`config.mk`:
```
export PLATFORM = sky130hd
export DESIGN_NAME = block_pattern_dither_3x3
export DESIGN_NICKNAME = d
export VERILOG_FILES = /design/src/bpd3_pkg.sv /design/src/bpd3_ctrl.sv /design/src/bpd3_datapath.sv /design/src/block_pattern_dither_3x3.sv
export SDC_FILE = /design/constraint.sdc
export NUM_CORES = 1
export LEC_CHECK = 0
export BUFFER_PORTS_ARGS = -buffer_cell sky130_fd_sc_hd__clkbuf_2
export CAP_MARGIN = 20
export CORE_ASPECT_RATIO = 0.9
export CORE_MARGIN = 5
export CORE_UTILIZATION = 55
export DETAILED_ROUTE_END_ITERATION = 7
export GPL_ROUTABILITY_DRIVEN = 0
export PLACE_DENSITY = 0.75
export SLEW_MARGIN = 10
export SYNTH_ARGS = -nofsm -noshare
export SYNTH_HDL_FRONTEND = slang
export SYNTH_SLANG_ARGS = --single-unit
export TNS_END_PERCENT = 20
```
`constraint.sdc`:
```
create_clock -name aclk -period 12.7 [get_ports aclk]
set_clock_uncertainty 0.2 [all_clocks]
set_input_delay 0.635 -clock aclk [delete_from_list [all_inputs] [get_ports aclk]]
set_output_delay 0.635 -clock aclk [all_outputs]
set_load 0.02 [all_outputs]
```
`src/bpd3_pkg.sv`:
```
// Types, constants and the pattern table of the block pattern dither.
`default_nettype none

package bpd3_pkg;

    localparam int TILE_SIDE   = 3;
    localparam int CFG_W       = 13;
    localparam int CFG_IDX_W   = 2;
    localparam int COORD_W     = 14;
    localparam int OUT_COORD_W = 12;
    localparam int SUM_W       = 12;
    localparam int COUNT_W     = 4;
    localparam int EXT_W       = 2;
    localparam int LEVEL_W     = 4;
    localparam int MASK_W      = 9;
    localparam int DIV_STEPS   = 12;
    localparam int DIV_CNT_W   = 4;
    localparam int TOP_LEVEL   = 9;

    localparam logic [CFG_IDX_W-1:0] REG_IMAGE_ROWS  = 2'd0;
    localparam logic [CFG_IDX_W-1:0] REG_IMAGE_COLS  = 2'd1;
    localparam logic [CFG_IDX_W-1:0] REG_PATTERN_SET = 2'd2;

    localparam logic [CFG_W-1:0] ROWS_RESET = 13'd480;
    localparam logic [CFG_W-1:0] COLS_RESET = 13'd640;

    localparam logic [15:0] LUMA_COEF_R = 16'd19595;
    localparam logic [15:0] LUMA_COEF_G = 16'd38470;
    localparam logic [15:0] LUMA_COEF_B = 16'd7471;
    localparam logic [23:0] LUMA_ROUND  = 24'd32768;

    typedef struct packed {
        logic [7:0] red;
        logic [7:0] green;
        logic [7:0] blue;
    } pixel_t;

    typedef struct packed {
        logic [OUT_COORD_W-1:0] pixel_row;
        logic [OUT_COORD_W-1:0] pixel_col;
        logic                   white;
        logic                   tile_done;
    } result_t;

    typedef struct packed {
        logic take;
        logic div_step;
        logic out_load;
        logic tile_adv;
    } cmd_t;

    typedef struct packed {
        logic last_pixel;
        logic div_done;
        logic out_free;
        logic out_last;
    } status_t;

    // Bit k of each mask is the colour of tile position k, row-major; 1 is white.
    localparam logic [MASK_W-1:0] PATTERN_MASKS [2][TOP_LEVEL+1] = '{
        '{9'h000, 9'h010, 9'h090, 9'h098, 9'h0D8, 9'h0F8, 9'h0FA, 9'h0FB, 9'h0FF, 9'h1FF},
        '{9'h000, 9'h001, 9'h081, 9'h0A1, 9'h0A5, 9'h0AD, 9'h0ED, 9'h0EF, 9'h0FF, 9'h1FF}
    };

    function automatic logic [MASK_W-1:0] pattern_mask(input logic set,
                                                       input logic [LEVEL_W-1:0] level);
        logic [MASK_W-1:0] mask;
        if (level > LEVEL_W'(TOP_LEVEL)) begin
            mask = PATTERN_MASKS[set][TOP_LEVEL];
        end else begin
            mask = PATTERN_MASKS[set][level];
        end
        return mask;
    endfunction

endpackage

`default_nettype wire

```
`src/bpd3_ctrl.sv`:
```
// Controller state machine that sequences pixel intake, division and result output.
`default_nettype none

module bpd3_ctrl
    import bpd3_pkg::*;
(
    input  wire logic    aclk,
    input  wire logic    aresetn,
    input  wire logic    s_valid,
    output logic         s_ready,
    input  wire status_t status,
    output cmd_t         cmd
);

    typedef enum logic [1:0] {
        ST_PIXEL,
        ST_DIVIDE,
        ST_EMIT
    } state_t;

    state_t state_reg, state_next;
    logic   s_ready_reg;

    always_comb begin
        cmd          = '0;
        state_next   = state_reg;
        cmd.take     = s_ready_reg && s_valid;
        cmd.div_step = (state_reg == ST_DIVIDE);
        cmd.out_load = (state_reg == ST_EMIT) && status.out_free;
        cmd.tile_adv = cmd.out_load && status.out_last;
        case (state_reg)
            ST_PIXEL: begin
                if (cmd.take && status.last_pixel) begin
                    state_next = ST_DIVIDE;
                end
            end
            ST_DIVIDE: begin
                if (status.div_done) begin
                    state_next = ST_EMIT;
                end
            end
            ST_EMIT: begin
                if (cmd.tile_adv) begin
                    state_next = ST_PIXEL;
                end
            end
            default: begin
                state_next = ST_PIXEL;
            end
        endcase
    end

    always_ff @(posedge aclk) begin
        if (!aresetn) begin
            state_reg   <= ST_PIXEL;
            s_ready_reg <= 1'b0;
        end else begin
            state_reg   <= state_next;
            s_ready_reg <= (state_next == ST_PIXEL);
        end
    end

    assign s_ready = s_ready_reg;

endmodule

`default_nettype wire

```
`src/bpd3_datapath.sv`:
```
// Datapath with configuration, tile tracking, luma sum, serial divider and result register.
`default_nettype none

module bpd3_datapath
    import bpd3_pkg::*;
#(
    parameter int MAX_DIM    = 4096,
    parameter int LEVEL_STEP = 25
) (
    input  wire logic                 aclk,
    input  wire logic                 aresetn,
    input  wire logic                 cfg_we,
    input  wire logic [CFG_IDX_W-1:0] cfg_index,
    input  wire logic [CFG_W-1:0]     cfg_wdata,
    input  wire pixel_t               s_data,
    input  wire cmd_t                 cmd,
    output status_t                   status,
    output logic                      m_valid,
    input  wire logic                 m_ready,
    output result_t                   m_data
);

    localparam int CFG_MAX = (1 << CFG_W) - 1;
    localparam logic [CFG_W-1:0] DIM_LIMIT =
        (MAX_DIM > CFG_MAX) ? CFG_W'(CFG_MAX) : CFG_W'(MAX_DIM);

    logic [CFG_W-1:0]     rows_reg, cols_reg;
    logic                 pset_reg;
    logic [COORD_W-1:0]   tile_top_reg, tile_left_reg;
    logic [EXT_W-1:0]     inner_row_reg, inner_col_reg;
    logic [SUM_W-1:0]     luma_sum_reg;
    logic [COUNT_W-1:0]   pixel_count_reg;
    logic [COUNT_W-1:0]   div_rem_reg, div_dsr_reg;
    logic [SUM_W-1:0]     div_dvd_reg;
    logic [DIV_CNT_W-1:0] div_cnt_reg;
    logic [EXT_W-1:0]     tile_h_reg, tile_w_reg;
    logic [EXT_W-1:0]     out_pr_reg, out_pc_reg;
    logic                 m_valid_reg;
    result_t              m_data_reg;

    logic [CFG_W-1:0]     rows_eff, cols_eff;
    logic [EXT_W-1:0]     tile_h, tile_w;
    logic [23:0]          luma_acc;
    logic [7:0]           luma;
    logic [SUM_W-1:0]     luma_sum_next;
    logic [COUNT_W-1:0]   pixel_count_next;
    logic                 col_more, row_more;
    logic [COUNT_W:0]     div_trial;
    logic                 div_bit;
    logic [LEVEL_W-1:0]   level;
    logic [MASK_W-1:0]    mask;
    logic [3:0]           mask_pos;
    logic [COORD_W-1:0]   left_step, top_step;
    result_t              result_next;

    function automatic logic [CFG_W-1:0] eff_dim(input logic [CFG_W-1:0] v);
        logic [CFG_W-1:0] d;
        if (v == '0) begin
            d = CFG_W'(1);
        end else if (v > DIM_LIMIT) begin
            d = DIM_LIMIT;
        end else begin
            d = v;
        end
        return d;
    endfunction

    function automatic logic [EXT_W-1:0] tile_extent(input logic [COORD_W-1:0] start,
                                                     input logic [CFG_W-1:0] dim);
        logic [COORD_W-1:0] left;
        logic [EXT_W-1:0]   ext;
        left = COORD_W'(dim) - start;
        if (start >= COORD_W'(dim)) begin
            ext = EXT_W'(1);
        end else if (left < COORD_W'(TILE_SIDE)) begin
            ext = left[EXT_W-1:0];
        end else begin
            ext = EXT_W'(TILE_SIDE);
        end
        return ext;
    endfunction

    always_comb begin
        rows_eff = eff_dim(rows_reg);
        cols_eff = eff_dim(cols_reg);
        tile_h   = tile_extent(tile_top_reg, rows_eff);
        tile_w   = tile_extent(tile_left_reg, cols_eff);

        luma_acc = 24'(LUMA_COEF_R * 24'(s_data.red))
                 + 24'(LUMA_COEF_G * 24'(s_data.green))
                 + 24'(LUMA_COEF_B * 24'(s_data.blue))
                 + LUMA_ROUND;
        luma     = luma_acc[23:16];

        luma_sum_next    = luma_sum_reg + SUM_W'(luma);
        pixel_count_next = pixel_count_reg + COUNT_W'(1);

        col_more = ({1'b0, inner_col_reg} + 3'd1) < {1'b0, tile_w};
        row_more = ({1'b0, inner_row_reg} + 3'd1) < {1'b0, tile_h};

        div_trial = {div_rem_reg, div_dvd_reg[SUM_W-1]};
        div_bit   = (div_trial >= {1'b0, div_dsr_reg});

        // The level is ceil(avg / step) clamped to the top: count the thresholds passed.
        level = '0;
        for (int k = 1; k <= TOP_LEVEL; k++) begin
            if (32'(div_dvd_reg) > 32'((k - 1) * LEVEL_STEP)) begin
                level = level + LEVEL_W'(1);
            end
        end
        mask     = pattern_mask(pset_reg, level);
        mask_pos = {1'b0, out_pr_reg, 1'b0} + 4'(out_pr_reg) + 4'(out_pc_reg);

        left_step = tile_left_reg + COORD_W'(TILE_SIDE);
        top_step  = tile_top_reg + COORD_W'(TILE_SIDE);

        status.last_pixel = !col_more && !row_more;
        status.div_done   = (div_cnt_reg == DIV_CNT_W'(DIV_STEPS - 1));
        status.out_free   = !m_valid_reg || m_ready;
        status.out_last   = (out_pc_reg == tile_w_reg) ? 1'b0 :
                            (({1'b0, out_pc_reg} + 3'd1) == {1'b0, tile_w_reg})
                            && (({1'b0, out_pr_reg} + 3'd1) == {1'b0, tile_h_reg});

        result_next.pixel_row = OUT_COORD_W'(tile_top_reg + COORD_W'(out_pr_reg));
        result_next.pixel_col = OUT_COORD_W'(tile_left_reg + COORD_W'(out_pc_reg));
        result_next.white     = mask[mask_pos];
        result_next.tile_done = status.out_last;
    end

    always_ff @(posedge aclk) begin
        if (!aresetn) begin
            rows_reg        <= ROWS_RESET;
            cols_reg        <= COLS_RESET;
            pset_reg        <= 1'b0;
            tile_top_reg    <= '0;
            tile_left_reg   <= '0;
            inner_row_reg   <= '0;
            inner_col_reg   <= '0;
            luma_sum_reg    <= '0;
            pixel_count_reg <= '0;
            m_valid_reg     <= 1'b0;
        end else begin
            if (cfg_we) begin
                case (cfg_index)
                    REG_IMAGE_ROWS:  rows_reg <= cfg_wdata;
                    REG_IMAGE_COLS:  cols_reg <= cfg_wdata;
                    REG_PATTERN_SET: pset_reg <= cfg_wdata[0];
                    default: begin
                    end
                endcase
            end

            if (cmd.take) begin
                if (col_more) begin
                    inner_col_reg   <= inner_col_reg + EXT_W'(1);
                    luma_sum_reg    <= luma_sum_next;
                    pixel_count_reg <= pixel_count_next;
                end else if (row_more) begin
                    inner_col_reg   <= '0;
                    inner_row_reg   <= inner_row_reg + EXT_W'(1);
                    luma_sum_reg    <= luma_sum_next;
                    pixel_count_reg <= pixel_count_next;
                end else begin
                    inner_col_reg   <= '0;
                    inner_row_reg   <= '0;
                    luma_sum_reg    <= '0;
                    pixel_count_reg <= '0;
                end
            end

            if (cmd.tile_adv) begin
                if (left_step >= COORD_W'(cols_eff)) begin
                    tile_left_reg <= '0;
                    if (top_step >= COORD_W'(rows_eff)) begin
                        tile_top_reg <= '0;
                    end else begin
                        tile_top_reg <= top_step;
                    end
                end else begin
                    tile_left_reg <= left_step;
                end
            end

            if (cmd.out_load) begin
                m_valid_reg <= 1'b1;
            end else if (m_ready) begin
                m_valid_reg <= 1'b0;
            end
        end
    end

    always_ff @(posedge aclk) begin
        if (cmd.take && status.last_pixel) begin
            div_dvd_reg <= luma_sum_next;
            div_dsr_reg <= pixel_count_next;
            div_rem_reg <= '0;
            div_cnt_reg <= '0;
            tile_h_reg  <= tile_h;
            tile_w_reg  <= tile_w;
            out_pr_reg  <= '0;
            out_pc_reg  <= '0;
        end else if (cmd.div_step) begin
            div_dvd_reg <= {div_dvd_reg[SUM_W-2:0], div_bit};
            div_rem_reg <= div_bit ? COUNT_W'(div_trial - {1'b0, div_dsr_reg})
                                   : div_trial[COUNT_W-1:0];
            div_cnt_reg <= div_cnt_reg + DIV_CNT_W'(1);
        end else if (cmd.out_load) begin
            if (({1'b0, out_pc_reg} + 3'd1) < {1'b0, tile_w_reg}) begin
                out_pc_reg <= out_pc_reg + EXT_W'(1);
            end else begin
                out_pc_reg <= '0;
                out_pr_reg <= out_pr_reg + EXT_W'(1);
            end
        end

        if (cmd.out_load) begin
            m_data_reg <= result_next;
        end
    end

    assign m_valid = m_valid_reg;
    assign m_data  = m_data_reg;

endmodule

`default_nettype wire

```
`src/block_pattern_dither_3x3.sv`:
```
// Top level of the 3x3 block pattern dither.
//
// Pixels enter on the s_ channel in block-scan order: 3x3 tiles in raster order,
// row-major inside a tile, with edge tiles cut short. Results leave on the m_ channel,
// one per tile pixel, row-major, with tile_done set on the last item of a tile.
// Inside a tile one pixel is taken per cycle while s_valid is high. The last pixel
// starts a restoring divider of the luma sum by the pixel count, one quotient bit
// a cycle. The results then leave one per cycle while m_ready is high, through a
// single output register. While results are emitted s_ready is low; once the last
// result of a tile is in the output register, pixels of the next tile are taken
// again. A stalled receiver holds the output register and so holds back the tile's
// output. Configuration is written on the cfg_ port at any edge with cfg_we high.
// Reset restores 480 rows, 640 columns and the first pattern set, and puts the
// tile position at the top-left corner.
`default_nettype none

module block_pattern_dither_3x3
    import bpd3_pkg::*;
#(
    parameter int MAX_DIM    = 4096,
    parameter int LEVEL_STEP = 25
) (
    input  wire logic                 aclk,
    input  wire logic                 aresetn,
    input  wire logic                 cfg_we,
    input  wire logic [CFG_IDX_W-1:0] cfg_index,
    input  wire logic [CFG_W-1:0]     cfg_wdata,
    input  wire logic                 s_valid,
    output logic                      s_ready,
    input  wire pixel_t               s_data,
    output logic                      m_valid,
    input  wire logic                 m_ready,
    output result_t                   m_data
);

    cmd_t    cmd;
    status_t status;

    bpd3_ctrl u_ctrl (
        .aclk    (aclk),
        .aresetn (aresetn),
        .s_valid (s_valid),
        .s_ready (s_ready),
        .status  (status),
        .cmd     (cmd)
    );

    bpd3_datapath #(
        .MAX_DIM    (MAX_DIM),
        .LEVEL_STEP (LEVEL_STEP)
    ) u_datapath (
        .aclk      (aclk),
        .aresetn   (aresetn),
        .cfg_we    (cfg_we),
        .cfg_index (cfg_index),
        .cfg_wdata (cfg_wdata),
        .s_data    (s_data),
        .cmd       (cmd),
        .status    (status),
        .m_valid   (m_valid),
        .m_ready   (m_ready),
        .m_data    (m_data)
    );

endmodule

`default_nettype wire

```
==> results.py, run 1 <==
metrics = {
    "run_status": {
        "status": "complete, no violations",
    },
    "sta": {
        "final.setup.tns_ns": 0,
        "slew_headroom_pct": 36.2,
        "setup_viol": 0,
        "finalCritPeriodShare_pct": 80.5,
        "period_needed_ns": 10.22,
        "rsz0062_at_grt": "false",
        "hold_viol_final": 0,
        "worstMarginPinSlew_ns": 0.954,
        "fmax_mhz": 97.8,
        "slew_viol_final": 0,
    },
    "power_and_ir_drop": {
        "leakage_uw": 0.00796,
        "power_frac_clock_pct": 11.5,
        "p_comb_share_pct": 75.9,
        "power.total_uw": 4260,
        "p_int_uw": 2190,
        "powerDensity_nw_per_um2": 249,
        "seq_power_share_pct": 12.6,
        "max-vdd-ir-drop_v": 0.000520,
        "power.switching_uw": 2060,
        "power.share.switching_pct": 48.5,
    },
    "final_layout": {
        "fin_cells": 2219,
        "final_util_pct": 59.8,
        "largest_reg_flops": 26,
        "drive_gt1_share_pct": 7.51,
        "final_net_count": 2268,
        "area_growth_pct": 8.05,
    },
    "drt": {
        "via_per_inst": 5.59,
        "wl_per_cell_um": 16.2,
        "routed_wl_um": 35900,
        "postRouteAntennaNets": 0,
        "dr.pass1.iters": 6,
        "first_iter_violations": 800,
        "drc_errors": 0,
        "vias": 12400,
    },
    "synth": {
        "synth_top_cell_by_area": "ha_1",
        "synth-xor-area-share_pct": 6.72,
        "synth_compound_area_share_pct": 12.3,
        "synthArstFlopShare_pct": 0,
        "synth.net_count": 2210,
        "synth-simple-area-share_pct": 14.4,
        "syn-instance-count": 1781,
        "synth_top_family_by_area": "adder cells",
        "synth_top_area_share_pct": 20.1,
        "yosys.cell_types.count": 86,
        "synthMuxAreaShare_pct": 1.10,
        "syn_area_um2": 15800,
        "synth_area_per_cell_um2": 8.90,
        "synth_flop_cell": "dfxtp_1",
        "ys_ff_latch": 137,
        "synth_fa_ha_area_share_pct": 36.6,
        "ys_seq_area_share_pct": 20.2,
        "synth_edf_count": 46,
        "ys_warn_count": 0,
        "synth.area.top_cells": "ha_1 20%, fa_1 16%, dfxtp_1 11%, edfxtp_1 8.7%, inv_1 7.5%",
    },
    "floorplanning": {
        "rows": 59,
        "dieArea_um2": 32300,
        "start_util_pct": 55.3,
        "pin_count": 72,
        "coreArea_um2": 28600,
        "die_x_um": 189,
        "dieHeight_um": 171,
    },
    "critical_path": {
        "cp_data_arrival_time_ns": 10.18,
        "crit_path_frequent_cell": "ha_1",
        "cp-end-kind": "flop",
        "r2r-end": "u_datapath.m_data[1]$_DFFE_PP_",
        "cp_max_fo": 7,
        "crit_type": "input port to flop",
        "start_kind": "input port",
        "cpMaxStageDelayCell": "fa_1",
        "rr_worst_depth": 25,
        "worstPathRequired_ns": 12.66,
        "timing.rr.start": "u_datapath.div_dvd_reg[11]$_DFFE_PP_",
        "ff2ff_setup_slack_ns": 5.72,
        "crit_path_max_incr_delay_ns": 0.56,
    },
    "hold_path": {
        "whs_path_depth": 2,
        "hold_end": "u_datapath.tile_top_reg[12]$_SDFFE_PN0P_",
        "min_path_type": "flop to flop",
        "hold_start": "u_datapath.tile_top_reg[12]$_SDFFE_PN0P_",
    },
    "cts": {
        "htreeDepth": 4,
        "worstSkewPairLatency_ns": 0.43,
        "postCtsSetupBuffers": 0,
        "cts_tree": "yes",
        "numCtsBuffers": 17,
        "holdBufCountCts": 0,
        "clockBufferDepth": 2,
        "root_buffer": "clkbuf_16",
        "cts_resized": 0,
        "clk_pin_slew_ns": 0.06,
        "clock-sinks": 137,
    },
    "grt": {
        "antenna_found_initial": 1,
        "grt_pass1_vias": 12400,
        "grt_max_degree": 60,
        "grt_pass1_wl_um": 60300,
        "grt_usage_pct": 22.6,
        "gr-total-overflow": 0,
    },
    "job": {
        "cap_violations": 0,
    },
    "place": {
        "numPortBuffers": 71,
        "hpwl_um": 29000,
        "dp_cells": 2186,
    },
}
## worst max-delay path: cells and delay by family
kind / cells / cell delay, ns
adder cells (fa/ha/maj): 11 / 4.42
AO/OA/AOI/OAI: 15 / 3.26
AND/OR/NAND/NOR: 9 / 1.09
XOR/XNOR: 3 / 0.40
buffers and inverters: 5 / 0.36
## cell usage after synthesis (7+ instances only)
library cell,count
o21a_1,17
mux2i_1,7
and2_1,7
nand4_1,28
nand2b_1,19
o21bai_1,8
a21oi_1,108
nor3_1,30
nor2_1,85
a31oi_1,15
nor2b_1,22
edfxtp_1,46
a21o_1,17
o21ai_0,47
inv_1,315
nand2_1,163
xor2_1,26
clkbuf_1,29
a211oi_1,9
nand3_1,43
ha_1,255
o211ai_1,11
a22o_1,10
nor4_1,11
dfxtp_1,91
o32ai_1,7
or3_1,19
and3_1,7
xnor2_1,86
fa_1,130
## area by class of cell
cell class                      count  area, um2
Inverter                          317       1190
Timing Repair Buffer               79        415
Sequential cell                   137       3200
Tap cell                          366        458
Multi-Input combinational cell   1287      11300
Antenna cell                        1       2.50
Clock buffer                       18        429
Fill cell                        2480      11500
Clock inverter                     14        150
## logic make-up after synthesis
family,Yosys count
buffers and inverters,357
xor gates and xnor gates,116
muxes,16
adders and majority gates,386
AOI/OAI and AO/OA,301
and+or+nand+nor,468
DFF,137
## power groups by stage
stage               logic, uW  clock network, uW  registers [uW]
finish                   3230                491             535
floorplan                2450                  0             531
CTS                      3240                499             535
global placement         3090                  0             541
detailed placement       3210                  0             543
global route             3690                520             540
## routing by layer
metal  global-route usage (%)  vias to the layer above  routed length, um
li1                         -                     6124                  -
met1                     32.1                     5868              16800
met2                     36.3                      364              16100
met3                     3.71                       49               2280
met4                     5.67                        0                657
met5                        0                        -                  0
## layout by cell type, fill, tap and decap left out, drive strengths merged, types with 15 or more instances in the layout
master / n
inv: 316
ha: 255
nand2: 164
fa: 130
a21oi: 108
dfxtp: 91
xnor2: 89
clkbuf: 89
nor2: 86
o21ai: 52
edfxtp: 46
nand3: 43
nor3: 31
nand4: 28
xor2: 26
nor2b: 22
nand2b: 19
or3: 19
o21a: 17
a21o: 17
a31oi: 15
## metrics by stage
stage               setup WS (ns)  hold WS (ns)  area, um2
floorplan                    3.07         0.232      15800
global placement             2.36         0.240      16500
detailed placement           2.05         0.250      16500
CTS                          2.45         0.244      17100
global route                 1.79         0.247      17100
finish                       2.48         0.254      17100
## worst max path at each step
stage	startpoint	to	slack [ns]	depth (start not counted)
2_1_floorplan	s_data[13]	u_datapath.div_dvd_reg[11]$_DFFE_PP_	3.07	42
3_3_place_gp	s_data[14]	u_datapath.div_dvd_reg[11]$_DFFE_PP_	2.36	43
3_5_place_dp	s_data[14]	u_datapath.div_dvd_reg[11]$_DFFE_PP_	2.05	43
4_1_cts	s_data[14]	u_datapath.div_dvd_reg[11]$_DFFE_PP_	2.45	43
5_1_grt	s_data[14]	u_datapath.div_dvd_reg[11]$_DFFE_PP_	1.79	43
6_report	s_data[14]	u_datapath.div_dvd_reg[11]$_DFFE_PP_	2.48	43
Note: power is estimated with default switching activity, not from simulation.
==> run 2: changes to the inputs <==
--- a/config.mk
+++ b/config.mk
@@ -5,6 +5,7 @@
 export SDC_FILE = /design/constraint.sdc
 export NUM_CORES = 1
 export LEC_CHECK = 0
+export ABC_AREA = 1
 export BUFFER_PORTS_ARGS = -buffer_cell sky130_fd_sc_hd__clkbuf_2
 export CAP_MARGIN = 20
 export CORE_ASPECT_RATIO = 0.9
==> constraint.sdc (replaced) <==
create_clock -name aclk -period 9.8 [get_ports aclk]
set_clock_uncertainty 0.2 [all_clocks]
set_input_delay 0.49 -clock aclk [delete_from_list [all_inputs] [get_ports aclk]]
set_output_delay 0.49 -clock aclk [all_outputs]
set_load 0.02 [all_outputs]
==> run 2 against run 1 <==
Worst setup slack worse by 1.4 ns. Largest cell class unchanged. Sequential power is 27% higher. Synthesized area rose by 4.4%. Highest routed layer unchanged. Power up 41%. Die area rose by 4.2%. Critical endpoint unchanged. Final cell count up 17%. Combinational power up 45%.
==> results.py, run 2 <==
metrics = {
    "run_status": {
        "status": "complete, no violations",
    },
    "grt": {
        "grt_pass1_vias": 13600,
        "gr-total-overflow": 0,
        "grt_pass1_wl_um": 63500,
        "antenna_found_initial": 0,
        "grt_max_degree": 46,
        "grt_usage_pct": 22.9,
    },
    "floorplanning": {
        "dieArea_um2": 33700,
        "coreArea_um2": 29800,
        "dieHeight_um": 175,
        "rows": 60,
        "start_util_pct": 55.5,
        "pin_count": 72,
        "die_x_um": 193,
    },
    "hold_path": {
        "hold_end": "u_datapath.cols_reg[9]$_SDFFE_PN1P_",
        "hold_start": "cfg_wdata[9]",
        "whs_path_depth": 3,
        "min_path_type": "input port to flop",
    },
    "synth": {
        "ys_ff_latch": 137,
        "syn_area_um2": 16500,
        "synth_edf_count": 46,
        "synth.area.top_cells": "ha_1 19%, fa_1 16%, dfxtp_1 11%, inv_1 11%, edfxtp_1 8.3%",
        "synth.net_count": 2551,
        "synth_top_cell_by_area": "ha_1",
        "synth_area_per_cell_um2": 7.80,
        "synth_flop_cell": "dfxtp_1",
        "syn-instance-count": 2122,
        "ys_warn_count": 0,
        "synthArstFlopShare_pct": 0,
        "yosysMostFrequentCell": "inv_1",
        "ys_seq_area_share_pct": 19.4,
        "synth_common_cells": "468 x inv_1, 324 x nand2_1, 255 x ha_1",
        "synth_top_area_share_pct": 19.3,
        "yosys.cell_types.count": 55,
    },
    "power_and_ir_drop": {
        "p_comb_share_pct": 78.0,
        "power.share.switching_pct": 51.8,
        "powerDensity_nw_per_um2": 336,
        "seq_power_share_pct": 11.3,
        "leakage_uw": 0.00929,
        "power_frac_clock_pct": 10.7,
        "power.switching_uw": 3110,
        "p_int_uw": 2890,
        "max-vdd-ir-drop_v": 0.000518,
    },
    "critical_path": {
        "cpMaxStageDelayCell": "fa_1",
        "crit_path_max_incr_delay_ns": 0.55,
        "rr_worst_depth": 42,
        "start_kind": "input port",
        "worstPathRequired_ns": 9.75,
        "cp_max_fo": 7,
        "crit_type": "input port to flop",
        "timing.rr.start": "u_datapath.div_dvd_reg[8]$_DFFE_PP_",
        "cp-end-kind": "flop",
        "cp_data_arrival_time_ns": 8.71,
        "r2r-end": "u_datapath.m_data[1]$_DFFE_PP_",
        "ff2ff_setup_slack_ns": 2.56,
    },
    "sta": {
        "setup_viol": 0,
        "fmax_mhz": 114,
        "rsz0062_at_grt": "false",
        "finalCritPeriodShare_pct": 89.4,
        "worstMarginPinSlew_ns": 0.930,
        "slew_viol_final": 0,
        "period_needed_ns": 8.76,
        "slew_headroom_pct": 37.8,
        "final.setup.tns_ns": 0,
        "hold_viol_final": 0,
    },
    "cts": {
        "worstSkewPairLatency_ns": 0.43,
        "cts_tree": "yes",
        "clk_pin_slew_ns": 0.06,
        "root_buffer": "clkbuf_16",
        "htreeDepth": 4,
        "holdBufCountCts": 0,
        "clockBufferDepth": 2,
        "postCtsSetupBuffers": 0,
        "cts_resized": 0,
        "numCtsBuffers": 17,
        "clock-sinks": 137,
    },
    "place": {
        "hpwl_um": 31000,
        "placed_area_um2": 17300,
        "dp_cells": 2564,
        "numPortBuffers": 71,
    },
    "final_layout": {
        "postLayoutCellArea_um2": 17800,
        "drive_gt1_share_pct": 7.80,
        "mostFrequentLayoutCell": "inv_1",
        "final_net_count": 2609,
        "largest_reg_flops": 26,
        "diodes": 0,
        "area_growth_pct": 7.80,
        "fin_cells": 2596,
        "layout_common_cells": "468 x inv_1, 324 x nand2_1, 255 x ha_1, 141 x nor2_1, 135 x a21oi_1",
    },
    "drt": {
        "dr.pass1.iters": 8,
        "vias": 13800,
        "postRouteAntennaNets": 0,
        "wl_per_cell_um": 14.5,
        "drc_errors": 0,
        "first_iter_violations": 893,
        "routed_wl_um": 37800,
        "via_per_inst": 5.31,
    },
    "job": {
        "cap_violations": 0,
    },
}
run 2: logic make-up after synthesis:
family / count (synthesis) / synth area share (%)
compound gates: 301 / 10.2
xor+xnor: 89 / 4.80
fa+ha+maj: 385 / 35.0
buf+inv: 517 / 12.0
flops: 137 / 19.4
simple gates: 693 / 18.6
run 2: worst max-delay path, delay by kind of cell:
| kind | cells | cell delay (ns) |
|---|---|---|
| xor gates and xnor gates | 2 | 0.27 |
| AOI/OAI and AO/OA | 10 | 1.85 |
| adders and majority gates | 11 | 4.41 |
| buffers and inverters | 7 | 0.51 |
| and+or+nand+nor | 13 | 1.17 |
run 2: worst max path at each step:
stage | from | end | slack, ns | cells after the start
after floorplan | s_data[11] | u_datapath.div_dvd_reg[11]$_DFFE_PP_ | 1.61 | 42
after detailed placement | s_data[14] | u_datapath.div_dvd_reg[11]$_DFFE_PP_ | 0.70 | 43
after global routing | s_data[14] | u_datapath.div_dvd_reg[11]$_DFFE_PP_ | 0.40 | 43
after global placement | s_data[14] | u_datapath.div_dvd_reg[11]$_DFFE_PP_ | 0.94 | 43
after CTS | s_data[14] | u_datapath.div_dvd_reg[11]$_DFFE_PP_ | 1.12 | 43
final | s_data[14] | u_datapath.div_dvd_reg[11]$_DFFE_PP_ | 1.04 | 43
run 2: power groups by stage:
stage	Clock [uW]	Sequential, uW	Combinational (uW)
after floorplan	0	678	3590
after global placement	0	688	4440
after detailed placement	0	689	4640
after CTS	650	678	4680
after global routing	676	684	5400
final	641	678	4670
run 2: routing by layer:
layer,vias to the layer above,track usage (%),part of all wire (%)
li1,6881,-,-
met1,6458,30.5,45
met2,375,38.1,47
met3,67,4.04,6.0
met4,0,6.45,2.5
met5,-,0,0
run 2: layout make-up:
class | count | area [um2]
clock buffer | 19 | 433
sequential | 137 | 3200
timing repair buffer | 74 | 385
clock inverter | 13 | 149
fill | 2646 | 12000
tap | 403 | 504
multi-input combinational | 1468 | 11400
inverter | 482 | 1810
run 2: metrics by stage:
step | setup WS, ns | hold slack (ns) | total power [uW] | util (%)
final | 1.04 | 0.0965 | 5990 | 59.9
after global routing | 0.398 | 0.102 | 6760 | 59.9
after CTS | 1.12 | 0.0904 | 6010 | 59.9
after detailed placement | 0.704 | 0.257 | 5330 | 57.9
after global placement | 0.945 | 0.249 | 5130 | 57.9
after floorplan | 1.61 | 0.241 | 4270 | -
